<file path="src/rtl/core/llm_pkg.sv">
`timescale 1ns / 1ps
`default_nettype none
package llm_pkg;

  localparam int CAPACITY = 64;
  localparam int IDX_W    = $clog2(CAPACITY);
  localparam int CNT_W    = $clog2(CAPACITY + 1);
  localparam int VALUE_W  = 32;
  localparam int ELEM_W   = 32;
  localparam int POS_W    = 7;
  localparam int DATA_W   = 40;

  typedef logic [2:0] cmd_t;
  typedef logic [2:0] status_t;

  localparam cmd_t CMD_APPEND = 3'd0;
  localparam cmd_t CMD_FRONT  = 3'd1;
  localparam cmd_t CMD_AT_POS = 3'd2;
  localparam cmd_t CMD_DELETE = 3'd3;
  localparam cmd_t CMD_READ   = 3'd4;

  localparam status_t ST_DONE  = 3'd0;
  localparam status_t ST_NOEFF = 3'd1;
  localparam status_t ST_FULL  = 3'd2;
  localparam status_t ST_ELEM  = 3'd3;
  localparam status_t ST_EMPTY = 3'd4;

  typedef enum logic [2:0] {
    S_IDLE,
    S_DECODE,
    S_WALK,
    S_ALLOC,
    S_LINK2,
    S_DEL,
    S_RD,
    S_EMIT
  } state_t;

  typedef struct packed {
    logic    latch_in;
    logic    start_walk;
    logic    fs_read;
    logic    step;
    logic    alloc;
    logic    link2;
    logic    unlink;
    logic    emit_code;
    logic    emit_elem;
    status_t code;
  } dp_cmd_t;

  typedef struct packed {
    cmd_t cmd;
    logic full;
    logic empty;
    logic pos_one;
    logic pos_bad;
    logic at_target;
    logic at_last;
    logic match;
    logic out_free;
    logic need_link2;
  } dp_sts_t;

endpackage
`default_nettype wire

</file>
<file path="src/rtl/core/llm_dpath.sv">
`timescale 1ns / 1ps
`default_nettype none
module llm_dpath
  import llm_pkg::*;
(
  input  wire logic              clk,
  input  wire logic              rst_n,
  input  wire cmd_t              in_tuser,
  input  wire logic [DATA_W-1:0] in_tdata,
  input  wire dp_cmd_t           ctl,
  output dp_sts_t                sts,
  output logic                   out_tvalid,
  input  wire logic              out_tready,
  output logic [DATA_W-1:0]      out_tdata,
  output status_t                out_tuser,
  output logic                   out_tlast
);

  logic [VALUE_W-1:0] val_mem [CAPACITY];
  logic [IDX_W-1:0]   lnk_mem [CAPACITY];
  logic [IDX_W-1:0]   fs_mem_r [CAPACITY];
  logic [CAPACITY-1:0] fs_vld_r;

  cmd_t               cmd_r;
  logic [VALUE_W-1:0] val_r;
  logic [POS_W-1:0]   pos_r;
  logic [IDX_W-1:0]   head_r, head_nxt, tail_r, tail_nxt;
  logic [CNT_W-1:0]   count_r, count_nxt, free_top_r, free_top_nxt;
  logic [IDX_W-1:0]   cur_r, prev_r, lk_r, fs_rd_r;
  logic [CNT_W-1:0]   i_r;
  logic [VALUE_W-1:0] vl_r;
  logic               out_valid_r;
  status_t            out_status_r;
  logic [ELEM_W-1:0]  out_elem_r;
  logic               out_last_r;
  logic [CNT_W-1:0]   out_len_r;

  logic [POS_W-1:0]   steps;
  logic [IDX_W-1:0]   rd_addr, fs_ra, fs_wa, lw_addr, lw_data;
  logic               lw_en, is_front;

  always_comb begin
    steps          = (pos_r == '0) ? '0 : pos_r - POS_W'(2);
    is_front       = (cmd_r == CMD_FRONT) || (cmd_r == CMD_AT_POS && pos_r == POS_W'(1));
    sts.cmd        = cmd_r;
    sts.full       = (count_r == CNT_W'(CAPACITY));
    sts.empty      = (count_r == '0);
    sts.pos_one    = (pos_r == POS_W'(1));
    sts.pos_bad    = (CNT_W'(steps) >= count_r) || (steps >= POS_W'(CAPACITY));
    sts.at_target  = (i_r == CNT_W'(steps));
    sts.at_last    = (CNT_W'(i_r + 1'b1) == count_r);
    sts.match      = (vl_r == val_r);
    sts.out_free   = !out_valid_r || out_tready;
    sts.need_link2 = (cmd_r == CMD_APPEND && count_r != '0) ||
                     (cmd_r == CMD_AT_POS && pos_r != POS_W'(1));
    rd_addr        = ctl.start_walk ? head_r : lk_r;
    fs_ra          = IDX_W'(free_top_r - 1'b1);
    fs_wa          = free_top_r[IDX_W-1:0];
  end

  always_comb begin
    lw_en   = 1'b0;
    lw_addr = fs_rd_r;
    lw_data = '0;
    if (ctl.alloc) begin
      lw_en = 1'b1;
      if (is_front) begin
        lw_data = head_r;
      end else if (cmd_r == CMD_AT_POS) begin
        lw_data = lk_r;
      end
    end else if (ctl.link2) begin
      lw_en   = 1'b1;
      lw_addr = cur_r;
      lw_data = fs_rd_r;
    end else if (ctl.unlink && i_r != '0) begin
      lw_en   = 1'b1;
      lw_addr = prev_r;
      lw_data = lk_r;
    end
  end

  always_comb begin
    head_nxt     = head_r;
    tail_nxt     = tail_r;
    count_nxt    = count_r;
    free_top_nxt = free_top_r;
    if (ctl.alloc) begin
      count_nxt    = count_r + 1'b1;
      free_top_nxt = free_top_r - 1'b1;
      if (cmd_r == CMD_APPEND) begin
        if (count_r == '0) begin
          head_nxt = fs_rd_r;
        end
        tail_nxt = fs_rd_r;
      end else if (is_front) begin
        if (count_r == '0) begin
          tail_nxt = fs_rd_r;
        end
        head_nxt = fs_rd_r;
      end else if (cur_r == tail_r) begin
        tail_nxt = fs_rd_r;
      end
    end else if (ctl.unlink) begin
      count_nxt    = count_r - 1'b1;
      free_top_nxt = free_top_r + 1'b1;
      if (i_r == '0) begin
        head_nxt = lk_r;
      end
      if (sts.at_last) begin
        tail_nxt = prev_r;
      end
      if (count_r == CNT_W'(1)) begin
        head_nxt = '0;
        tail_nxt = '0;
      end
    end
  end

  always_ff @(posedge clk) begin
    if (!rst_n) begin
      head_r      <= '0;
      tail_r      <= '0;
      count_r     <= '0;
      free_top_r  <= CNT_W'(CAPACITY);
      fs_vld_r    <= '0;
      out_valid_r <= 1'b0;
    end else begin
      head_r     <= head_nxt;
      tail_r     <= tail_nxt;
      count_r    <= count_nxt;
      free_top_r <= free_top_nxt;
      if (ctl.unlink) begin
        fs_vld_r[fs_wa] <= 1'b1;
      end
      if (ctl.emit_code || ctl.emit_elem) begin
        out_valid_r <= 1'b1;
      end else if (out_tready) begin
        out_valid_r <= 1'b0;
      end
    end
  end

  always_ff @(posedge clk) begin
    if (ctl.latch_in) begin
      cmd_r <= in_tuser;
      val_r <= in_tdata[VALUE_W-1:0];
      pos_r <= in_tdata[ELEM_W +: POS_W];
    end
    if (ctl.start_walk) begin
      cur_r  <= head_r;
      prev_r <= head_r;
      i_r    <= '0;
    end else if (ctl.step) begin
      prev_r <= cur_r;
      cur_r  <= lk_r;
      i_r    <= i_r + 1'b1;
    end else if (ctl.alloc && cmd_r == CMD_APPEND) begin
      cur_r <= tail_r;
    end
    if (ctl.start_walk || ctl.step) begin
      vl_r <= val_mem[rd_addr];
      lk_r <= lnk_mem[rd_addr];
    end
    if (ctl.fs_read) begin
      fs_rd_r <= fs_vld_r[fs_ra] ? fs_mem_r[fs_ra] : fs_ra;
    end
    if (ctl.unlink) begin
      fs_mem_r[fs_wa] <= cur_r;
    end
    if (ctl.alloc) begin
      val_mem[fs_rd_r] <= val_r;
    end
    if (lw_en) begin
      lnk_mem[lw_addr] <= lw_data;
    end
    if (ctl.emit_code) begin
      out_status_r <= ctl.code;
      out_elem_r   <= '0;
      out_last_r   <= 1'b1;
      out_len_r    <= count_r;
    end else if (ctl.emit_elem) begin
      out_status_r <= ST_ELEM;
      out_elem_r   <= ELEM_W'(signed'(vl_r));
      out_last_r   <= sts.at_last;
      out_len_r    <= count_r;
    end
  end

  assign out_tvalid = out_valid_r;
  assign out_tuser  = out_status_r;
  assign out_tlast  = out_last_r;
  assign out_tdata  = {(DATA_W - ELEM_W - CNT_W)'(0), out_len_r, out_elem_r};

endmodule
`default_nettype wire

</file>
<file path="src/rtl/core/llm_ctrl.sv">
`timescale 1ns / 1ps
`default_nettype none
module llm_ctrl
  import llm_pkg::*;
(
  input  wire logic    clk,
  input  wire logic    rst_n,
  input  wire logic    in_tvalid,
  output logic         in_tready,
  input  wire dp_sts_t sts,
  output dp_cmd_t      ctl
);

  state_t  state_r, state_nxt;
  status_t code_r, code_nxt;

  always_ff @(posedge clk) begin
    if (!rst_n) begin
      state_r <= S_IDLE;
      code_r  <= ST_DONE;
    end else begin
      state_r <= state_nxt;
      code_r  <= code_nxt;
    end
  end

  always_comb begin
    state_nxt = state_r;
    code_nxt  = code_r;
    ctl       = '0;
    ctl.code  = code_r;
    in_tready = 1'b0;
    unique case (state_r)
      S_IDLE: begin
        in_tready = 1'b1;
        if (in_tvalid) begin
          ctl.latch_in = 1'b1;
          state_nxt    = S_DECODE;
        end
      end
      S_DECODE: begin
        state_nxt = S_EMIT;
        code_nxt  = ST_NOEFF;
        priority if (sts.cmd == CMD_APPEND || sts.cmd == CMD_FRONT ||
                     sts.cmd == CMD_AT_POS) begin
          if (sts.full) begin
            code_nxt = ST_FULL;
          end else if (sts.cmd == CMD_AT_POS && !sts.pos_one) begin
            if (!sts.empty && !sts.pos_bad) begin
              ctl.start_walk = 1'b1;
              ctl.fs_read    = 1'b1;
              state_nxt      = S_WALK;
            end
          end else begin
            ctl.fs_read = 1'b1;
            state_nxt   = S_ALLOC;
          end
        end else if (sts.cmd == CMD_DELETE) begin
          if (!sts.empty) begin
            ctl.start_walk = 1'b1;
            state_nxt      = S_DEL;
          end
        end else if (sts.cmd == CMD_READ) begin
          if (sts.empty) begin
            code_nxt = ST_EMPTY;
          end else begin
            ctl.start_walk = 1'b1;
            state_nxt      = S_RD;
          end
        end else begin
          code_nxt = ST_NOEFF;
        end
      end
      S_WALK: begin
        if (sts.at_target) begin
          state_nxt = S_ALLOC;
        end else begin
          ctl.step = 1'b1;
        end
      end
      S_ALLOC: begin
        ctl.alloc = 1'b1;
        code_nxt  = ST_DONE;
        state_nxt = sts.need_link2 ? S_LINK2 : S_EMIT;
      end
      S_LINK2: begin
        ctl.link2 = 1'b1;
        state_nxt = S_EMIT;
      end
      S_DEL: begin
        if (sts.match) begin
          ctl.unlink = 1'b1;
          code_nxt   = ST_DONE;
          state_nxt  = S_EMIT;
        end else if (sts.at_last) begin
          code_nxt  = ST_NOEFF;
          state_nxt = S_EMIT;
        end else begin
          ctl.step = 1'b1;
        end
      end
      S_RD: begin
        if (sts.out_free) begin
          ctl.emit_elem = 1'b1;
          if (sts.at_last) begin
            state_nxt = S_IDLE;
          end else begin
            ctl.step = 1'b1;
          end
        end
      end
      S_EMIT: begin
        if (sts.out_free) begin
          ctl.emit_code = 1'b1;
          state_nxt     = S_IDLE;
        end
      end
      default: begin
        state_nxt = S_IDLE;
      end
    endcase
  end

endmodule
`default_nettype wire

</file>
<file path="src/rtl/core/linked_list_manager_top.sv">
`timescale 1ns / 1ps
`default_nettype none
// Ordered singly linked list of up to 64 signed values with a free-slot stack. One command
// is taken at a time. A front insert, an insert at position one and an append to an empty
// list pass through decode, alloc and emit. An append to a non-empty list adds a link2 step
// before emit. Any other positional insert walks the list node by node before alloc, link2
// and emit. A delete compares the nodes in turn until a match or the tail, then emits, and a
// refused or ignored command goes from decode straight to emit. A read-out streams the
// elements from head to tail and waits under output back-pressure. The walk is bound by the
// single registered read port of the node memories, one node per cycle.
module linked_list_manager_top
  import llm_pkg::*;
(
  input  wire logic              clk,
  input  wire logic              rst_n,
  input  wire logic              in_tvalid,
  output logic                   in_tready,
  input  wire logic [DATA_W-1:0] in_tdata,   // item_value[31:0], position[38:32]
  input  wire cmd_t              in_tuser,   // cmd
  output logic                   out_tvalid,
  input  wire logic              out_tready,
  output logic [DATA_W-1:0]      out_tdata,  // element_value[31:0], length[38:32]
  output status_t                out_tuser,  // status
  output logic                   out_tlast
);

  dp_cmd_t ctl;
  dp_sts_t sts;

  llm_ctrl u_ctrl (
    .clk       (clk),
    .rst_n     (rst_n),
    .in_tvalid (in_tvalid),
    .in_tready (in_tready),
    .sts       (sts),
    .ctl       (ctl)
  );

  llm_dpath u_dpath (
    .clk        (clk),
    .rst_n      (rst_n),
    .in_tuser   (in_tuser),
    .in_tdata   (in_tdata),
    .ctl        (ctl),
    .sts        (sts),
    .out_tvalid (out_tvalid),
    .out_tready (out_tready),
    .out_tdata  (out_tdata),
    .out_tuser  (out_tuser),
    .out_tlast  (out_tlast)
  );

endmodule
`default_nettype wire

</file>
<file path="config.mk">
export PLATFORM = sky130hd
export DESIGN_NAME = linked_list_manager_top
export DESIGN_NICKNAME = d
export VERILOG_FILES = /design/src/rtl/core/llm_pkg.sv /design/src/rtl/core/llm_dpath.sv /design/src/rtl/core/llm_ctrl.sv /design/src/rtl/core/linked_list_manager_top.sv
export SDC_FILE = /design/constraint.sdc
export NUM_CORES = 2
export LEC_CHECK = 0
export ABC_AREA = 1
export BUFFER_PORTS_ARGS = -buffer_cell sky130_fd_sc_hd__buf_2
export CELL_PAD_IN_SITES_DETAIL_PLACEMENT = 2
export CELL_PAD_IN_SITES_GLOBAL_PLACEMENT = 2
export CORE_MARGIN = 3
export CORE_UTILIZATION = 25
export DETAILED_ROUTE_END_ITERATION = 8
export HOLD_SLACK_MARGIN = 0.1
export PLACE_DENSITY = 0.48
export REMOVE_ABC_BUFFERS = 1
export SLEW_MARGIN = 20
export SYNTH_ARGS = -nofsm -noshare
export SYNTH_HDL_FRONTEND = slang
export SYNTH_SLANG_ARGS = --single-unit
export TNS_END_PERCENT = 1
</file>
<file path="constraint.sdc">
create_clock -name clk -period 7.1 [get_ports clk]
set_input_delay 1.42 -clock clk [delete_from_list [all_inputs] [get_ports clk]]
set_output_delay 1.42 -clock clk [all_outputs]
set_load 0.05 [all_outputs]
</file>
# [After elaboration in Yosys (flattened, before gate mapping)]
# Memory sizes are Yosys's and may differ from the RTL's. A register that Yosys moved wholly into a read port is not among the register bits.
# Cells that the tools add are included.
[totals] reg_bits=207 ram_bits=2816 elab_cells=205 memories=3
[classes] add_sub_neg=6 magnitude_cmp=5 eq_ne=29 n_mux=103 n_bitwise=1 n_reduce_logical=39
[memory_table] name="u_dpath.val_mem" words=64 width=32 rd=1 rd_ports_with_merged_regs=1 wr=1 line_no="llm_dpath.sv:19" rtl="logic [VALUE_W-1:0] val_mem [CAPACITY];"
[memory_table] name="u_dpath.fs_mem_r" words=64 width=6 rd=1 rd_ports_with_merged_regs=0 wr=1 line_no="llm_dpath.sv:21" rtl="logic [IDX_W-1:0] fs_mem_r [CAPACITY];"
[memory_table] name="u_dpath.lnk_mem" words=64 width=6 rd=1 rd_ports_with_merged_regs=1 wr=1 line_no="llm_dpath.sv:20" rtl="logic [IDX_W-1:0] lnk_mem [CAPACITY];"
[op_table] operator="6-bit two-way mux" count=29
[op_table] operator="64-bit OR" count=1
[op_table] operator="3-bit two-way mux" count=21
[op_table] operator="7-bit two-way mux" count=7
[op_table] operator="1-bit two-way mux" count=35
[op_table] operator="32-bit equality test" count=1
[op_table] operator="3-bit case mux with 8 select lines" count=1
[op_table] operator="7-bit by 1-bit adder with 7-bit output, second input constant" count=3
[op_table] operator="7-bit zero test" count=3
[op_table] operator="3-bit equality test, second input constant" count=5
[op_table] operator="7-bit by 1-bit equality test with 1-bit output, second input constant" count=2
[op_table] operator="7-bit equality test" count=2
[op_table] operator="6-bit by 7-bit less-than comparator with 1-bit output, second input constant" count=2
[op_table] operator="7-bit nonzero test" count=2
[op_table] operator="7-bit by 1-bit subtractor with 7-bit output, second input constant" count=2
[op_table] operator="3-bit by 2-bit equality test with 1-bit output, second input constant" count=4
[op_table] operator="2-bit two-way mux" count=6
[op_table] operator="3-bit nonzero test" count=4
[op_table] operator="2-bit inequality test, second input constant" count=5
[op_table] operator="3-bit inequality test, second input constant" count=3
[op_table] operator="3-bit case mux with 3 select lines" count=1
[op_table] operator="1-bit logical AND" count=8
[op_table] operator="1-bit logical OR" count=8
[op_table] operator="4-bit inequality test, second input constant" count=2
[op_table] operator="other kinds (17)" count=26

# [Longest topological paths before layout]
[depth] ltp_word=12 ltp_mapped=28

# [Modules after synthesis]
# A second synthesis with hierarchy kept.
[unflattened] hier_cells=10437 hier_area_um2=125555.4
[by_module_without_submodules] mod="llm_dpath" n_inst=1 cells_each=10332 area_each_um2=124978.6 seq_area_each_um2=90406.7
[by_module_without_submodules] mod="llm_ctrl" n_inst=1 cells_each=105 area_each_um2=576.8 seq_area_each_um2=120.1

# [Worst setup path before layout]
# No wires, ideal clock.
[synth_path] path_kind="register to register" from="reg u_dpath.val_r[12]" to="mem u_dpath.lnk_mem[0][3] in the netlist's numbering (data pin)" arrival_ps=4448 slack_ps=2085 path_stages_with_launch=10 n_path_buf=1 synth_period_minus_slack_ps=5015 path_cell_list="edfxtp_1 xnor2_1 nand3_1 or4_1 nor4_2 nand2_1 inv_2 nand2_1 buf_2 o221ai_1"
[synth_via] elab_chain_cells=7
[synth_rtl] item="start: declaration" line_no="llm_dpath.sv:25" rtl="logic [VALUE_W-1:0] val_r;"
[synth_rtl] item="start signal: assignment" line_no="llm_dpath.sv:147" rtl="val_r <= in_tdata[VALUE_W-1:0];"
[synth_rtl] item="32-bit equality test" line_no="llm_dpath.sv:52" rtl="sts.match = (vl_r == val_r);"
[synth_rtl] item="1-bit two-way mux" line_no="llm_ctrl.sv:91" rtl="if (sts.match) begin"
[synth_rtl] item="1-bit two-way mux" line_no="llm_ctrl.sv:33" rtl="unique case (state_r)"
[synth_rtl] item="1-bit logical AND" line_no="llm_dpath.sv:76" rtl="end else if (ctl.unlink && i_r != '0) begin"
[synth_rtl] item="6-bit two-way mux" line_no="llm_dpath.sv:76"
[synth_rtl] item="6-bit two-way mux" line_no="llm_dpath.sv:72" rtl="end else if (ctl.link2) begin"
[synth_rtl] item="6-bit two-way mux" line_no="llm_dpath.sv:65" rtl="if (ctl.alloc) begin"
[synth_rtl] item="named net u_dpath.lw_data[3]" line_no="llm_dpath.sv:39" rtl="logic [IDX_W-1:0] rd_addr, fs_ra, fs_wa, lw_addr, lw_data;"
[synth_rtl] item="end: declaration" line_no="llm_dpath.sv:20"
# The timed path passes the listed nets, and every way through them passes these cells.

# [Final worst setup path]
[layout_path] from="reg u_dpath.val_r[19]" to="mem u_dpath.lnk_mem[1][2] in the netlist's numbering, enable pin"
[layout_via] elab_chain_cells=9 word_cells_on_any_way=12 cone_classes="1 x eq/ne; 10 x mux; 1 x reduce/logical"
[layout_rtl] item="32-bit equality test *" line_no="llm_dpath.sv:52"
[layout_rtl] item="1-bit two-way mux *" line_no="llm_ctrl.sv:91"
[layout_rtl] item="1-bit two-way mux *" line_no="llm_ctrl.sv:33"
[layout_rtl] item="1-bit logical AND *" line_no="llm_dpath.sv:76"
[layout_rtl] item="1-bit two-way mux" line_no="llm_dpath.sv:76"
[layout_rtl] item="1-bit two-way mux" line_no="llm_dpath.sv:72"
[layout_rtl] item="1-bit two-way mux" line_no="llm_dpath.sv:65"
[layout_rtl] item="1-bit two-way mux" line_no="llm_dpath.sv:174" rtl="if (lw_en) begin"
[layout_rtl] item="1-bit two-way mux (not written as such)" line_no="llm_dpath.sv:175" rtl="lnk_mem[lw_addr] <= lw_data;"
# Mark *: on every way between the ends. The rest lies on a longest branch, timed or not.

==> qor.txt <==
dpl cell area -> 143,000 µm²
IO Pins -> 93
post-cts sizing count -> 0
Die Span X -> 734 µm
first-iteration detailed-routing DRC count -> 6,278
Residual DRC -> 0
nets@finish -> 12,900
RePlAce Congestion -> 0.757
Worst-Skew Late Latency -> 1.02 ns
Max VDD drop -> 0.320 mV
min cycle time layout -> 6.24 ns
Vert. Die Dim -> 734 µm
Inst Count DP -> 19,400
total CTS buffers -> 384
Ys Warns -> 0
CP Capture Type -> register
Worst Hold Class -> register to register
crit path launch type -> register
Non-Filler Instances -> 20,100
vias in the first global route -> 103,000
Final HPWL DP -> 320 mm
Unique masters post-synth -> 49
maximum capacitance violations -> 0
Main synth FF type -> edfxtp_1
RSZ-0062 raised after global routing -> no
CTS sink count -> 3,060
drt wl/cell -> 26.9 µm
largest net degree at the start of global routing -> 106
cts hold-fix bufs -> 0
final wirelength -> 541 mm
Post-synth EDFFs -> 2,924
row cnt -> 266
Final Util -> 29.3%
CP Class -> register to register
Clock Path Buffers -> 4
endpoints failing setup -> 0
Pwr Density -> 395 nW/µm²
part of the Yosys area used for sequential elements -> 68.3%
root buffer cell -> clkbuf_16
CTS clk-pin slew, worst paths -> 0.06 ns
Port Buf Inserts -> 90
Pwr Total -> 61.1 mW
proportion of layout cells with a drive suffix above 1 -> 7.82%
Fin Clk Skew -> 0.0764 ns
leakage dissipation -> 62.1 nW
Max Fanout on Critical Path -> 33
Critical Path AT -> 6.82 ns
number of iterations in the first detailed-routing pass -> 5
TritonCTS clock tree -> done
Post-Synthesis Cells -> 12,700
global route overflow -> 0
H-Tree Depth -> 5
Area Overhead vs Synth -> 16.5%
Tightest Pin Transition -> 1.13 ns
initial core utilization -> 25.2%
synthesized area -> 133,000 µm²
Vias -> 94,500
postcts setup bufs -> 0
CP required -> 7.67 ns
initial antenna violation count -> 51
Async SR Flop Fraction -> 0%
Final Cell Area -> 154,000 µm²
DIE AREA -> 539,000 µm²
Vias/cell -> 4.70
fin crit share -> 88.0%
f_max -> 0.160 GHz
first-pass GRT wire length -> 770 mm
Fin. Hold Viols -> 0
Worst slew margin -> 24.9%
final slew viol count -> 0
total core area -> 527,000 µm²
antenna viol nets, final -> 0
syn avg cell area -> 10.4 µm²
Total Routing Usage GR -> 19.6%
status -> completed
Yosys reg bits -> 3,060
kinds of logic (layout without fill, tap and decap cells):
kind of cell / Yosys count / in the layout / share of synthesized area [%]
xor gates and xnor gates: 41 / 41 / 0.271
and+or+nand+nor: 5803 / 5803 / 19.0
DFF: 3060 / 3060 / 68.3
adders and majority gates: 13 / 13 / 0.123
buffers and inverters: 3164 / 3581 / 9.40
other: 1 / 8 / 0.00283
AOI/OAI and AO/OA: 647 / 647 / 2.90
per-layer routing:
metal,track usage (%),vias up,share of wire [%]
li1,-,42300,-
met4,4.19,0,2.2
met3,1.96,627,3.1
met5,0,-,0
met2,33.5,1449,48
met1,27.0,50100,47
synthesized netlist by cell type (45+ instances only):
| cell | count | share of area [%] |
|---|---|---|
| nor2_1 | 535 | 1.5 |
| clkbuf_1 | 269 | 0.76 |
| edfxtp_1 | 2924 | 66 |
| o21a_1 | 49 | 0.28 |
| nand2_1 | 2560 | 7.2 |
| o21ai_0 | 345 | 1.3 |
| buf_2 | 349 | 1.3 |
| o22ai_1 | 45 | 0.21 |
| inv_1 | 2462 | 7.0 |
| a21oi_1 | 81 | 0.31 |
| o221ai_1 | 66 | 0.44 |
| nand3_1 | 2642 | 10 |
| dfxtp_1 | 136 | 2.1 |
cells in the final DEF, fill, tap and decap left out, drive strengths merged, types with 8 or more instances in the layout:
master,instances
dfxtp,136
ha,13
o21ai,350
clkinv,161
buf,410
nor3,23
a221oi,8
xnor2,11
o21a,49
o22ai,45
clkbuf,501
edfxtp,2924
nand4,11
o221ai,66
nand2,2567
a21oi,81
bufinv,20
xor2,30
inv,2484
nor2,541
nand3,2645
o211ai,16
worst max-delay path, cell delays in order (launching register included):
cell and delay, ns:
edfxtp_1 0.78, buf_4 0.44, nand2_1 0.12, nand3_1 0.08
nor3_1 0.56, nand2_1 0.20, nor4_4 0.31, buf_4 0.25
nand2_1 0.07, buf_4 0.21, inv_2 0.18, nand2_1 0.08
buf_4 0.25, nand2_1 0.10, nand3_1 0.10, a21oi_1 0.49
nand2_1 0.69, nor2_1 0.86
worst paths after layout:
| check | slack [ns] | cells after the start | startpoint | end |
|---|---|---|---|---|
| setup / recovery | 0.86 | 17 | u_dpath.val_r[19]$_DFFE_PP_ | u_dpath.lnk_mem[1][2]$_DFFE_PP_ |
| hold / removal | 0.46 | 2 | u_dpath.fs_vld_r[31]$_SDFFE_PN0P_ | u_dpath.fs_vld_r[31]$_SDFFE_PN0P_ |
| setup reg to reg | 0.86 | 17 | u_dpath.val_r[19]$_DFFE_PP_ | u_dpath.lnk_mem[1][2]$_DFFE_PP_ |
| hold reg to reg | 0.46 | 2 | u_dpath.fs_vld_r[31]$_SDFFE_PN0P_ | u_dpath.fs_vld_r[31]$_SDFFE_PN0P_ |
final cells by class:
type | count | area, µm²
clock buffers | 501 | 10300
flip-flops and latches | 3060 | 90500
repair buffers | 410 | 3690
multi-input cells | 6505 | 30400
inverters | 2476 | 9320
clock inverters | 194 | 1560
well taps | 6968 | 8720
fillers | 56900 | 372000
diodes | 7 | 17.5
power by group:
| group | switching [mW] | internal [mW] |
|---|---|---|
| logic | 15.4 | 4.67 |
| clock network | 8.06 | 10.9 |
| registers | 0.727 | 21.4 |
per-stage QoR:
stage          setup slack, ns  setup TNS (ns)  hold WS (ns)
3_5_place_dp             0.830               0         0.453
2_1_floorplan           -12.10        -1085.74         0.429
3_3_place_gp             0.922               0         0.439
6_report                 0.856               0         0.458
5_1_grt                  0.560               0         0.475
4_1_cts                  0.745               0         0.461
registers in the layout, indices dropped and copies added (netlist names), 32 cells and up:
name,count
u_dpath.lnk_mem,384
u_dpath.vl_r,32
u_dpath.fs_mem_r,384
u_dpath.out_elem_r,32
u_dpath.fs_vld_r,64
u_dpath.val_mem,2048
u_dpath.val_r,32
Power figures use the tool's default switching activity.
